**src/rrs_pkg.sv**
```systemverilog
`timescale 1ns / 1ps
package rrs_pkg;

  localparam int DEF_MAX_PROCESSES = 16;

  localparam logic [2:0] OP_ADD    = 3'd0;
  localparam logic [2:0] OP_SWITCH = 3'd1;
  localparam logic [2:0] OP_WAKE   = 3'd2;
  localparam logic [2:0] OP_SLEEP  = 3'd3;
  localparam logic [2:0] OP_REMOVE = 3'd4;
  localparam logic [2:0] OP_FIND   = 3'd5;

  localparam logic [1:0] STAT_OK          = 2'd0;
  localparam logic [1:0] STAT_READY_FULL  = 2'd1;
  localparam logic [1:0] STAT_SLEEP_FULL  = 2'd2;

  localparam logic [1:0] LOC_NONE  = 2'd0;
  localparam logic [1:0] LOC_READY = 2'd1;
  localparam logic [1:0] LOC_SLEEP = 2'd2;

  typedef struct packed {
    logic [2:0]  operation;
    logic [15:0] pid;
    logic [15:0] seconds;
    logic [31:0] now_time;
    logic [15:0] current_pid;
    logic        current_valid;
  } in_item_t;

  typedef struct packed {
    logic [15:0] selected_pid;
    logic [1:0]  status;
    logic [1:0]  location;
    logic [4:0]  woken_count;
    logic [4:0]  ready_count;
    logic [4:0]  sleep_count;
  } out_item_t;

endpackage

```
**src/rrs_in_if.sv**
```systemverilog
`timescale 1ns / 1ps
interface rrs_in_if;
  logic              valid;
  logic              ready;
  rrs_pkg::in_item_t data;
  modport source(output valid, output data, input ready);
  modport sink(input valid, input data, output ready);
endinterface

```
**src/rrs_out_if.sv**
```systemverilog
`timescale 1ns / 1ps
interface rrs_out_if;
  logic               valid;
  logic               ready;
  rrs_pkg::out_item_t data;
  modport source(output valid, output data, input ready);
  modport sink(input valid, input data, output ready);
endinterface

```
**src/round_robin_scheduler_with_sleep.sv**
```systemverilog
`timescale 1ns / 1ps
// Channel   Dir  Beat payload
// in_ch     in   operation, pid, seconds, now_time, current_pid, current_valid
// out_ch    out  selected_pid, status, location, woken_count, ready_count, sleep_count
// cfg       in   idle_pid write (cfg_we, cfg_wdata)
//
// One item at a time. Add and the unused codes go straight to the done state. The other
// operations walk their list in the RAM with a read step and then a compact-and-write-back
// step per entry; remove, and a find that misses the ready queue, walk both lists.
// Reset clears the fills, idle_pid and the output valid; there is no clearing pass over the RAMs.
// A finished result waits in the output register; the next beat is taken meanwhile.
module round_robin_scheduler_with_sleep #(
  parameter int MAX_PROCESSES = rrs_pkg::DEF_MAX_PROCESSES
) (
  input  logic        clk,
  input  logic        rst,
  input  logic        cfg_we,
  input  logic [15:0] cfg_wdata,
  rrs_in_if.sink      in_ch,
  rrs_out_if.source   out_ch
);

  localparam int AW = $clog2(MAX_PROCESSES);
  localparam int CW = $clog2(MAX_PROCESSES + 1);
  localparam logic [CW-1:0] FULL = CW'(MAX_PROCESSES);

  typedef enum logic [1:0] {S_IDLE, S_RD, S_PROC, S_DONE} state_t;

  state_t      state;
  logic [15:0] idle_pid;
  logic [2:0]  op;
  logic [15:0] pid;
  logic [31:0] now_time;
  logic [31:0] wake_at;
  logic        in_sleep;
  logic [CW-1:0] idx, wr, rfill, sfill, woken;
  logic        hit;
  logic [15:0] selected;
  logic [1:0]  status, location;
  logic        out_valid;
  rrs_pkg::out_item_t out_data;

  logic          r_we, s_we;
  logic [AW-1:0] r_waddr, s_waddr;
  logic [15:0]   r_wdata, r_rdata;
  logic [47:0]   s_wdata, s_rdata;

  logic [15:0] s_id;
  logic        r_match, s_match, due, drop, match;
  logic [CW-1:0] list_fill;
  logic        accept;
  logic        requeue;

  assign accept = in_ch.valid && in_ch.ready;
  assign in_ch.ready = (state == S_IDLE);
  assign out_ch.valid = out_valid;
  assign out_ch.data = out_data;

  assign requeue = in_ch.data.current_valid && (in_ch.data.current_pid != idle_pid);

  assign s_id = s_rdata[47:32];
  assign r_match = (r_rdata == pid);
  assign s_match = (s_id == pid);
  assign due = (s_rdata[31:0] <= now_time);
  assign match = in_sleep ? s_match : r_match;
  assign list_fill = in_sleep ? sfill : rfill;

  always_comb begin
    drop = 1'b0;
    if (!in_sleep) begin
      case (op)
        rrs_pkg::OP_SWITCH: drop = (idx == '0);
        rrs_pkg::OP_SLEEP:  drop = r_match && !hit;
        rrs_pkg::OP_REMOVE: drop = r_match;
        default:            drop = 1'b0;
      endcase
    end else begin
      case (op)
        rrs_pkg::OP_WAKE:   drop = due;
        rrs_pkg::OP_REMOVE: drop = s_match && !hit;
        default:            drop = 1'b0;
      endcase
    end
  end

  always_comb begin
    r_we = 1'b0;
    r_waddr = rfill[AW-1:0];
    r_wdata = in_ch.data.pid;
    s_we = 1'b0;
    s_waddr = sfill[AW-1:0];
    s_wdata = {pid, wake_at};
    case (state)
      S_IDLE: begin
        if (accept && rfill < FULL) begin
          if (in_ch.data.operation == rrs_pkg::OP_ADD) begin
            r_we = 1'b1;
          end else if (in_ch.data.operation == rrs_pkg::OP_SWITCH && requeue) begin
            r_we = 1'b1;
            r_wdata = in_ch.data.current_pid;
          end
        end
      end
      S_RD: begin
        if (idx >= list_fill && !in_sleep && op == rrs_pkg::OP_SLEEP && sfill < FULL) begin
          s_we = 1'b1;
        end
      end
      S_PROC: begin
        // Kept entries slide down to the write index; it never passes the read index.
        if (!drop) begin
          if (in_sleep) begin
            s_we = 1'b1;
            s_waddr = wr[AW-1:0];
            s_wdata = s_rdata;
          end else begin
            r_we = 1'b1;
            r_waddr = wr[AW-1:0];
            r_wdata = r_rdata;
          end
        end else if (in_sleep && op == rrs_pkg::OP_WAKE && rfill < FULL) begin
          r_we = 1'b1;
          r_wdata = s_id;
        end
      end
      default: begin
      end
    endcase
  end

  rrs_ram #(.WIDTH(16), .DEPTH(MAX_PROCESSES)) u_ready_ram (
    .clk(clk), .we(r_we), .waddr(r_waddr), .wdata(r_wdata),
    .raddr(idx[AW-1:0]), .rdata(r_rdata)
  );

  rrs_ram #(.WIDTH(48), .DEPTH(MAX_PROCESSES)) u_sleep_ram (
    .clk(clk), .we(s_we), .waddr(s_waddr), .wdata(s_wdata),
    .raddr(idx[AW-1:0]), .rdata(s_rdata)
  );

  always_ff @(posedge clk) begin
    if (rst) begin
      state <= S_IDLE;
      idle_pid <= '0;
      rfill <= '0;
      sfill <= '0;
      out_valid <= 1'b0;
    end else begin
      if (cfg_we) begin
        idle_pid <= cfg_wdata;
      end
      if (out_valid && out_ch.ready && state != S_DONE) begin
        out_valid <= 1'b0;
      end
      case (state)
        S_IDLE: begin
          if (accept) begin
            op <= in_ch.data.operation;
            pid <= in_ch.data.pid;
            now_time <= in_ch.data.now_time;
            wake_at <= in_ch.data.now_time + 32'(in_ch.data.seconds);
            selected <= (in_ch.data.operation == rrs_pkg::OP_SWITCH) ? idle_pid : 16'd0;
            location <= rrs_pkg::LOC_NONE;
            woken <= '0;
            hit <= 1'b0;
            idx <= '0;
            wr <= '0;
            in_sleep <= (in_ch.data.operation == rrs_pkg::OP_WAKE);
            case (in_ch.data.operation)
              rrs_pkg::OP_ADD: begin
                if (rfill < FULL) begin
                  rfill <= rfill + 1'b1;
                  status <= rrs_pkg::STAT_OK;
                end else begin
                  status <= rrs_pkg::STAT_READY_FULL;
                end
                state <= S_DONE;
              end
              rrs_pkg::OP_SWITCH: begin
                if (requeue && rfill < FULL) begin
                  rfill <= rfill + 1'b1;
                end
                status <= (requeue && rfill >= FULL) ? rrs_pkg::STAT_READY_FULL :
                                                       rrs_pkg::STAT_OK;
                state <= S_RD;
              end
              rrs_pkg::OP_WAKE, rrs_pkg::OP_SLEEP, rrs_pkg::OP_REMOVE,
              rrs_pkg::OP_FIND: begin
                status <= rrs_pkg::STAT_OK;
                state <= S_RD;
              end
              default: begin
                status <= rrs_pkg::STAT_OK;
                state <= S_DONE;
              end
            endcase
          end
        end
        S_RD: begin
          if (idx < list_fill) begin
            state <= S_PROC;
          end else if (in_sleep) begin
            sfill <= wr;
            state <= S_DONE;
          end else begin
            rfill <= wr;
            if (op == rrs_pkg::OP_SLEEP) begin
              if (sfill < FULL) begin
                sfill <= sfill + 1'b1;
              end else begin
                status <= rrs_pkg::STAT_SLEEP_FULL;
              end
              state <= S_DONE;
            end else if (op == rrs_pkg::OP_REMOVE || (op == rrs_pkg::OP_FIND && !hit)) begin
              in_sleep <= 1'b1;
              idx <= '0;
              wr <= '0;
              hit <= 1'b0;
              state <= S_RD;
            end else begin
              state <= S_DONE;
            end
          end
        end
        S_PROC: begin
          idx <= idx + 1'b1;
          if (!drop) begin
            wr <= wr + 1'b1;
          end
          if (match && !hit) begin
            hit <= 1'b1;
            if (op == rrs_pkg::OP_FIND) begin
              location <= in_sleep ? rrs_pkg::LOC_SLEEP : rrs_pkg::LOC_READY;
            end
          end
          if (!in_sleep && op == rrs_pkg::OP_SWITCH && idx == '0) begin
            selected <= r_rdata;
          end
          if (in_sleep && op == rrs_pkg::OP_WAKE && due) begin
            if (rfill < FULL) begin
              rfill <= rfill + 1'b1;
              woken <= woken + 1'b1;
            end else begin
              status <= rrs_pkg::STAT_READY_FULL;
            end
          end
          state <= S_RD;
        end
        S_DONE: begin
          if (!out_valid || out_ch.ready) begin
            out_valid <= 1'b1;
            out_data.selected_pid <= selected;
            out_data.status <= status;
            out_data.location <= location;
            out_data.woken_count <= 5'(woken);
            out_data.ready_count <= 5'(rfill);
            out_data.sleep_count <= 5'(sfill);
            state <= S_IDLE;
          end
        end
        default: state <= S_IDLE;
      endcase
    end
  end

  a_rfill_bound: assert property (@(posedge clk) disable iff (rst) rfill <= FULL)
    else $error("ready fill beyond depth");
  a_sfill_bound: assert property (@(posedge clk) disable iff (rst) sfill <= FULL)
    else $error("sleep fill beyond depth");
  a_compact_order: assert property (@(posedge clk) disable iff (rst)
      (state == S_PROC) |-> (wr <= idx && idx < list_fill))
    else $error("compaction write index passed read index");
  a_add_done: assert property (@(posedge clk) disable iff (rst)
      (accept && in_ch.data.operation == rrs_pkg::OP_ADD) |=> (state == S_DONE))
    else $error("add did not finish at once");

endmodule

```
**src/rrs_ram.sv**
```systemverilog
`timescale 1ns / 1ps
module rrs_ram #(
  parameter int WIDTH = 16,
  parameter int DEPTH = rrs_pkg::DEF_MAX_PROCESSES
) (
  input  logic                     clk,
  input  logic                     we,
  input  logic [$clog2(DEPTH)-1:0] waddr,
  input  logic [WIDTH-1:0]         wdata,
  input  logic [$clog2(DEPTH)-1:0] raddr,
  output logic [WIDTH-1:0]         rdata
);

  logic [WIDTH-1:0] mem [DEPTH];

  always_ff @(posedge clk) begin
    if (we) begin
      mem[waddr] <= wdata;
    end
    rdata <= mem[raddr];
  end

endmodule

```
**src/flat_wrapper.sv**
```systemverilog
// flat-port wrapper written by rule: the top's interface ports become plain ports
module round_robin_scheduler_with_sleep_flat 
#(
  parameter int MAX_PROCESSES = rrs_pkg::DEF_MAX_PROCESSES
)
  (clk, rst, cfg_we, cfg_wdata, in_ch_valid, in_ch_data, in_ch_ready, out_ch_valid, out_ch_data, out_ch_ready);
  rrs_in_if in_ch_i ();
  rrs_out_if out_ch_i ();
  input  logic clk;
  input  logic rst;
  input  logic cfg_we;
  input  logic [15:0] cfg_wdata;
  input wire logic [$bits(in_ch_i.valid)-1:0] in_ch_valid;
  input wire logic [$bits(in_ch_i.data)-1:0] in_ch_data;
  output wire logic [$bits(in_ch_i.ready)-1:0] in_ch_ready;
  output wire logic [$bits(out_ch_i.valid)-1:0] out_ch_valid;
  output wire logic [$bits(out_ch_i.data)-1:0] out_ch_data;
  input wire logic [$bits(out_ch_i.ready)-1:0] out_ch_ready;
  assign in_ch_i.valid = in_ch_valid;
  assign in_ch_i.data = in_ch_data;
  assign in_ch_ready = in_ch_i.ready;
  assign out_ch_valid = out_ch_i.valid;
  assign out_ch_data = out_ch_i.data;
  assign out_ch_i.ready = out_ch_ready;
  round_robin_scheduler_with_sleep #(.MAX_PROCESSES(MAX_PROCESSES)) u_core (.clk(clk), .rst(rst), .cfg_we(cfg_we), .cfg_wdata(cfg_wdata), .in_ch(in_ch_i), .out_ch(out_ch_i));
endmodule
```
**config.mk**
```make
export PLATFORM = sky130hd
export DESIGN_NAME = round_robin_scheduler_with_sleep_flat
export DESIGN_NICKNAME = d
export VERILOG_FILES = /design/src/rrs_pkg.sv /design/src/rrs_in_if.sv /design/src/rrs_out_if.sv /design/src/round_robin_scheduler_with_sleep.sv /design/src/rrs_ram.sv /design/src/flat_wrapper.sv
export SDC_FILE = /design/constraint.sdc
export NUM_CORES = 1
export LEC_CHECK = 0
export ABC_CLOCK_PERIOD_IN_PS = 5850
export BUFFER_PORTS_ARGS = -buffer_cell sky130_fd_sc_hd__buf_2
export CAP_MARGIN = 20
export CORE_ASPECT_RATIO = 0.5
export CORE_MARGIN = 3
export CORE_UTILIZATION = 45
export CTS_BUF_LIST = sky130_fd_sc_hd__clkbuf_4 sky130_fd_sc_hd__clkbuf_8 sky130_fd_sc_hd__clkbuf_16
export DETAILED_ROUTE_END_ITERATION = 8
export SLEW_MARGIN = 10
export SYNTH_ARGS = -nofsm -noshare
export SYNTH_HDL_FRONTEND = slang
export SYNTH_SLANG_ARGS = --single-unit
export TNS_END_PERCENT = 100
```
**constraint.sdc**
```tcl
create_clock -name clk -period 5.85 [get_ports clk]
set_clock_uncertainty 0.1 [all_clocks]
set_input_delay 0.585 -clock clk [delete_from_list [all_inputs] [get_ports clk]]
set_output_delay 0.585 -clock clk [all_outputs]
set_load 0.02 [all_outputs]
```
# --- After elaboration in Yosys (flattened, before gate mapping) ---
# Memories as Yosys holds them, arrays and structs flattened. A register that Yosys moved wholly into a read port is not among the register bits.
# Index checks and enable logic that the tools add are counted.
word_totals:
  ramBits: 1024
  word_cells: 222
  n_memories: 2
  ff_bits: 184
  out_inout_bits: 37
  in_bits: 105
classes:
  bitwise: 2
  addsub: 6
  order_cmp: 6
  mux: 102
  eq_ne: 34
  reduce_logical: 47
memory_table:
  columns: ["name", "depth", "width", "rd", "rd_ports_with_merged_regs", "write_ports", "line_no", "rtl"]
  rows:
  - ["u_core.u_sleep_ram.mem", 16, 48, 1, 1, 1, "rrs_ram.sv:14", "logic [WIDTH-1:0] mem [DEPTH];"]
  - ["u_core.u_ready_ram.mem", 16, 16, 1, 1, 1, "rrs_ram.sv:14", null]
op_table:
  columns: ["op", "count"]
  rows:
  - ["$mux W16", 9]
  - ["$mux W48", 3]
  - ["$mux W5", 18]
  - ["$pmux W16 S2", 2]
  - ["$pmux W5 S3", 3]
  - ["$mux W2", 18]
  - ["$add A32 B16 Y32", 1]
  - ["$eq A16 B16 Y1", 2]
  - ["$le A32 B32 Y1", 1]
  - ["$mux W1", 31]
  - ["$add A5 B1 Y5 const B", 5]
  - ["$mux W4", 6]
  - ["$logic_and A1 B1 Y1", 20]
  - ["$pmux W5 S2", 2]
  - ["$ne A16 B16 Y1", 1]
  - ["$ne A2 B1 Y1 const B", 8]
  - ["$ne A2 B2 Y1 const B", 8]
  - ["$reduce_and A8 Y1", 2]
  - ["$reduce_and A7 Y1", 2]
  - ["$eq A3 B2 Y1 const B", 4]
  - ["$eq A3 B3 Y1 const B", 4]
  - ["$reduce_and A4 Y1", 3]
  - ["$lt A5 B5 Y1 const B", 2]
  - ["$reduce_and A5 Y1", 2]
  - ["24 further kinds", 40]

# --- Logic depth before layout (Yosys ltp) ---
logic_depth:
  ltp_word: 9
  mapped_depth: 13
  ltp_nobuf: 10

# --- By module ---
# Synthesis repeated with hierarchy kept, for this count alone.
unflattened:
  cells_unflattened: 2690
  hier_area_um2: 50940.1
modules_own_cells:
  columns: ["mod", "cells_per_inst", "instances", "seq_area_each_um2", "area_per_inst_um2"]
  rows:
  - ["rrs_ram (u_core.u_sleep_ram)", 1242, 1, 24023.0, 29691.0]
  - ["round_robin_scheduler_with_sleep", 1016, 1, 5235.0, 11207.0]
  - ["rrs_ram (u_core.u_ready_ram)", 432, 1, 8007.7, 10042.1]

# --- Worst setup path after synthesis ---
# No wires, ideal clock.
synth_path:
  path_kind: "reg-to-reg"
  from: "register u_core.in_sleep"
  to: "memory u_core.u_sleep_ram.mem[3][0], enable pin"
  synth_period_minus_slack_ps: 5815
  setup_slack_ps: 35
  arrival_time_ps: 5248
  setup_ps: 467
  t_required_ps: 5283
  stages_incl_launch_ff: 12
  path_buffers: 2
  cell_sequence: "edfxtp_1 -> clkbuf_1 -> buf_1 -> mux2_2 -> ha_1 -> nor2b_1 -> o211ai_1 -> a31oi_1 -> o311ai_0 -> or3_1 -> or2_2 -> a21boi_1"
synth_via:
  elab_chain_cells: 9
  elab_cells_between_ends: 16
  classes_between: "order compare: 1; mux: 11; reduce/logical: 4"
synth_rtl:
  columns: ["element", "line_no", "rtl"]
  rows:
  - ["start, declared", "round_robin_scheduler_with_sleep.sv:35", "logic in_sleep;"]
  - ["start signal, assigned", "round_robin_scheduler_with_sleep.sv:168", "in_sleep <= (in_ch.data.operation == rrs_pkg::OP_WAKE);"]
  - ["$mux W5", "round_robin_scheduler_with_sleep.sv:66", "assign list_fill = in_sleep ? sfill : rfill;"]
  - ["$ge A5 B5 Y1", "round_robin_scheduler_with_sleep.sv:105", "if (idx >= list_fill && !in_sleep && op == rrs_pkg::OP_SLEEP && sfill < FULL) begin"]
  - ["$logic_and A1 B1 Y1 (3 in a row)", "round_robin_scheduler_with_sleep.sv:105", null]
  - ["$mux W1", "round_robin_scheduler_with_sleep.sv:105", null]
  - ["$pmux W1 S2", "round_robin_scheduler_with_sleep.sv:93", "case (state)"]
  - ["$mux W1", "rrs_ram.sv:17", "if (we) begin"]
  - ["$mux W1 (not written as such)", "rrs_ram.sv:18", "mem[waddr] <= wdata;"]
  - ["end, declared", "rrs_ram.sv:14", null]
# Parallel ways exist; a longest one is shown, timed or not.

# --- Worst setup path after layout ---
layout_path:
  from: "register u_core.rfill[1]"
  to: "memory u_core.u_sleep_ram.mem[10][28], enable pin"
layout_via:
  elab_chain_cells: 9
layout_rtl:
  columns: ["element", "line_no", "rtl"]
  rows:
  - ["start, declared", "round_robin_scheduler_with_sleep.sv:36", "logic [CW-1:0] idx, wr, rfill, sfill, woken;"]
  - ["start signal, assigned", "round_robin_scheduler_with_sleep.sv:172", "rfill <= rfill + 1'b1;"]
  - ["start signal, assigned", "round_robin_scheduler_with_sleep.sv:181", "rfill <= rfill + 1'b1;"]
  - ["start signal, assigned", "round_robin_scheduler_with_sleep.sv:206", "rfill <= wr;"]
  - ["$mux W5", "round_robin_scheduler_with_sleep.sv:66", null]
  - ["$ge A5 B5 Y1", "round_robin_scheduler_with_sleep.sv:105", null]
  - ["$logic_and A1 B1 Y1 (3 in a row)", "round_robin_scheduler_with_sleep.sv:105", null]
  - ["$mux W1", "round_robin_scheduler_with_sleep.sv:105", null]
  - ["$pmux W1 S2", "round_robin_scheduler_with_sleep.sv:93", null]
  - ["$mux W1", "rrs_ram.sv:17", null]
  - ["$mux W1 (not written as such)", "rrs_ram.sv:18", null]
# Every way passes these cells.

==> out/results.ini <==
[yosys]
syn_nets = 2706
syn_inst = 2536
ys_seq_elements = 1272
yosysSeqAreaShare_pct = 73.5
ys_dominant_reg_cell = edfxtp_1
ys_types = 77
synth_top_area_share_pct = 69.9
yosysWarningCount = 0
synth_edf_count = 1179
ys_async_sr_fraction_pct = 0
yosys.area.top_type = edfxtp_1
syn_area_per_cell_um2 = 20.0
synth_area_leaders = edfxtp_1 70%, mux4_2 14%, dfxtp_1 3.7%
synth_area_um2 = 50700

[timing]
slew_headroom_pct = 28.0
tns_ps = 0
finalHoldViolCount = 0
post-route-min-period_ps = 4720
holdWs_ps = 45.8
slew_violations = 0
fin_crit_sh_pct = 80.7
max_freq_mhz = 212
setup_viol_count_final = 0
worst_pin_slew_ps = 1070
rsz0062_at_grt = false

[final_layout]
layout_commonest_cell = edfxtp_1
final_cell_mix = 1179 x edfxtp_1, 320 x mux4_2, 141 x buf_2
syn_to_final_growth_pct = 14.6
fin_nets = 2964
final_layout_size_suffix_gt1_share_pct = 28.9

[drt]
drt-vias-per-instance = 5.88
ant_nets = 0
drtPass1Iterations = 6
routedWlPerCell_um = 28.2
routed_wl_mm = 124
vias = 25800
drc = 0
drt-initial-drc-count = 2688

[critical_path]
criticalPathCategory = reg2reg
critical-path-top-delay-family = compound AO/OA/AOI/OAI gates
cp.depth = 10
end_kind = flip-flop
crit_chain = mux2i_1 -> ha_1 -> nor2b_1 -> o211ai_1 -> a31oi_1 -> o311ai_0 -> nor3b_1 -> a31oi_1 -> a21oi_4 -> buf_4
start_kind = flip-flop
max_stage_delay_ps = 830
cp_slowest_cell = buf_4
arrival_ps = 4960
reg2reg_depth = 10
cp.buffers_inverters = 1
required_ps = 6090
cp_common_cell = a31oi_1
cp_max_fo = 48

[cts]
post_cts_resized = 0
clk_pin_slew_ps = 70
cts.sinks = 1272
htreeDepth = 3
clockBufferDepth = 3
cts_tree = built
cts_hold_buffers = 59
cts_setup_buffers = 0
numCtsBuffers = 110
insertion_delay_ps = 730
cts_root_buf = clkbuf_16

[pwr]
finalPower_mw = 24.8
ir_drop_mv = 0.269
p_leak_nw = 18.8
p_per_area_nw_per_um2 = 426

[worst_hold_path]
hold_depth = 1
hold_path_class = in2reg

[global_route]
antenna_found_initial = 6
grtUsageTotal_pct = 21.3
grt_max_degree = 133
grt_overflow = 0
grt_pass1_wl_mm = 182
grt_pass1_vias = 26100

[floorplan]
rows = 86
pin_count = 142
die_w_um = 481
start_util_pct = 45.7
die_area_um2 = 117000
coreArea_um2 = 111000
die_h_um = 243

[outcome]
status = completed

[placement]
routabilityCongestion = 0.837
dp_hpwl_mm = 71.0
portBuffers = 141

[job]
maxCapViolations = 0

-- metal layers --
layer / vias to the layer above / GRT usage [%] / part of all wire [%]
li1: 10900 / - / -
met1: 13900 / 32.2 / 45
met2: 846 / 32.7 / 46
met3: 152 / 3.29 / 5.8
met4: 4 / 5.28 / 2.3
met5: - / 0 / 0.017
-- cell type report --
type / count / area, um2
diodes: 1 / 2.50
clock buffers: 156 / 3210
clock inverters: 52 / 571
fillers: 8636 / 52900
inverters: 53 / 199
multi-input cells: 1091 / 13000
flip-flops and latches: 1272 / 37300
well taps: 1496 / 1870
repair buffers: 266 / 1970
-- final timing paths --
check	startpoint	endpoint	slack, ps
max	u_core.rfill[1]	u_core.u_sleep_ram.mem[10][28]	1130
min	in_ch_data[40]	u_core.now_time[23]	50
max reg2reg	u_core.rfill[1]	u_core.u_sleep_ram.mem[10][28]	1130
min reg2reg	u_core.selected[10]	u_core.out_ch.data[29]	320
-- where the power goes --
group	switching, mW	leakage, nW	internal [mW]
Sequential	0.521	11.4	11.1
Combinational	3.18	5.47	2.39
Clock	3.34	1.90	4.22
-- sequential cells by signal (all words and copies together) (netlist names), 2 cells and up --
signal,count
u_core.out_ch.data,35
u_core.op,3
u_core.location,2
u_core.u_sleep_ram.rdata,48
u_core.u_sleep_ram.mem,768
u_core.wake_at,32
u_core.woken,5
u_core.u_ready_ram.mem,256
u_core.selected,16
u_core.status,2
u_core.rfill,5
u_core.sfill,5
u_core.u_ready_ram.rdata,16
u_core.now_time,32
u_core.pid,16
u_core.state,2
u_core.wr,5
u_core.idx,5
u_core.idle_pid,16
-- logic make-up (layout without fill, tap and decap cells) --
logic type / after synthesis / in the layout / share of synthesized area, %
flops: 1272 / 1272 / 73.5
mux: 401 / 401 / 16.0
simple gates: 341 / 341 / 3.32
compound gates: 197 / 197 / 2.62
buf+inv: 173 / 527 / 1.43
xor+xnor: 87 / 87 / 1.50
fa+ha+maj: 65 / 65 / 1.62
other cells: 0 / 1 / 0
-- synthesized netlist by cell type, types with 22 or more instances --
cell type	n
o21ai_0	59
edfxtp_1	1179
xor2_1	43
a21oi_1	43
nand2_1	100
inv_1	53
xnor2_1	44
ha_1	64
buf_1	22
mux2_2	53
dfxtp_1	93
buf_2	22
nor3_1	27
nor2_1	79
mux4_2	320
clkbuf_1	68
nand3_1	24
mux2i_1	28
-- metrics by stage --
| step | utilization, % | area [um2] | cells | setup slack, ps |
|---|---|---|---|---|
| 6_report | 52.4 | 58100 | 4387 | 1130 |
| 5_1_grt | 52.4 | 58100 | 4386 | 979 |
| 4_1_cts | 52.3 | 58000 | 4384 | 1200 |
| 3_5_place_dp | 48.4 | 53700 | 4117 | 1200 |
| 3_3_place_gp | 48.3 | 53600 | 4116 | 1250 |
| 2_1_floorplan | - | 50700 | 2536 | 35.1 |
Power figures use the tool's default switching activity.
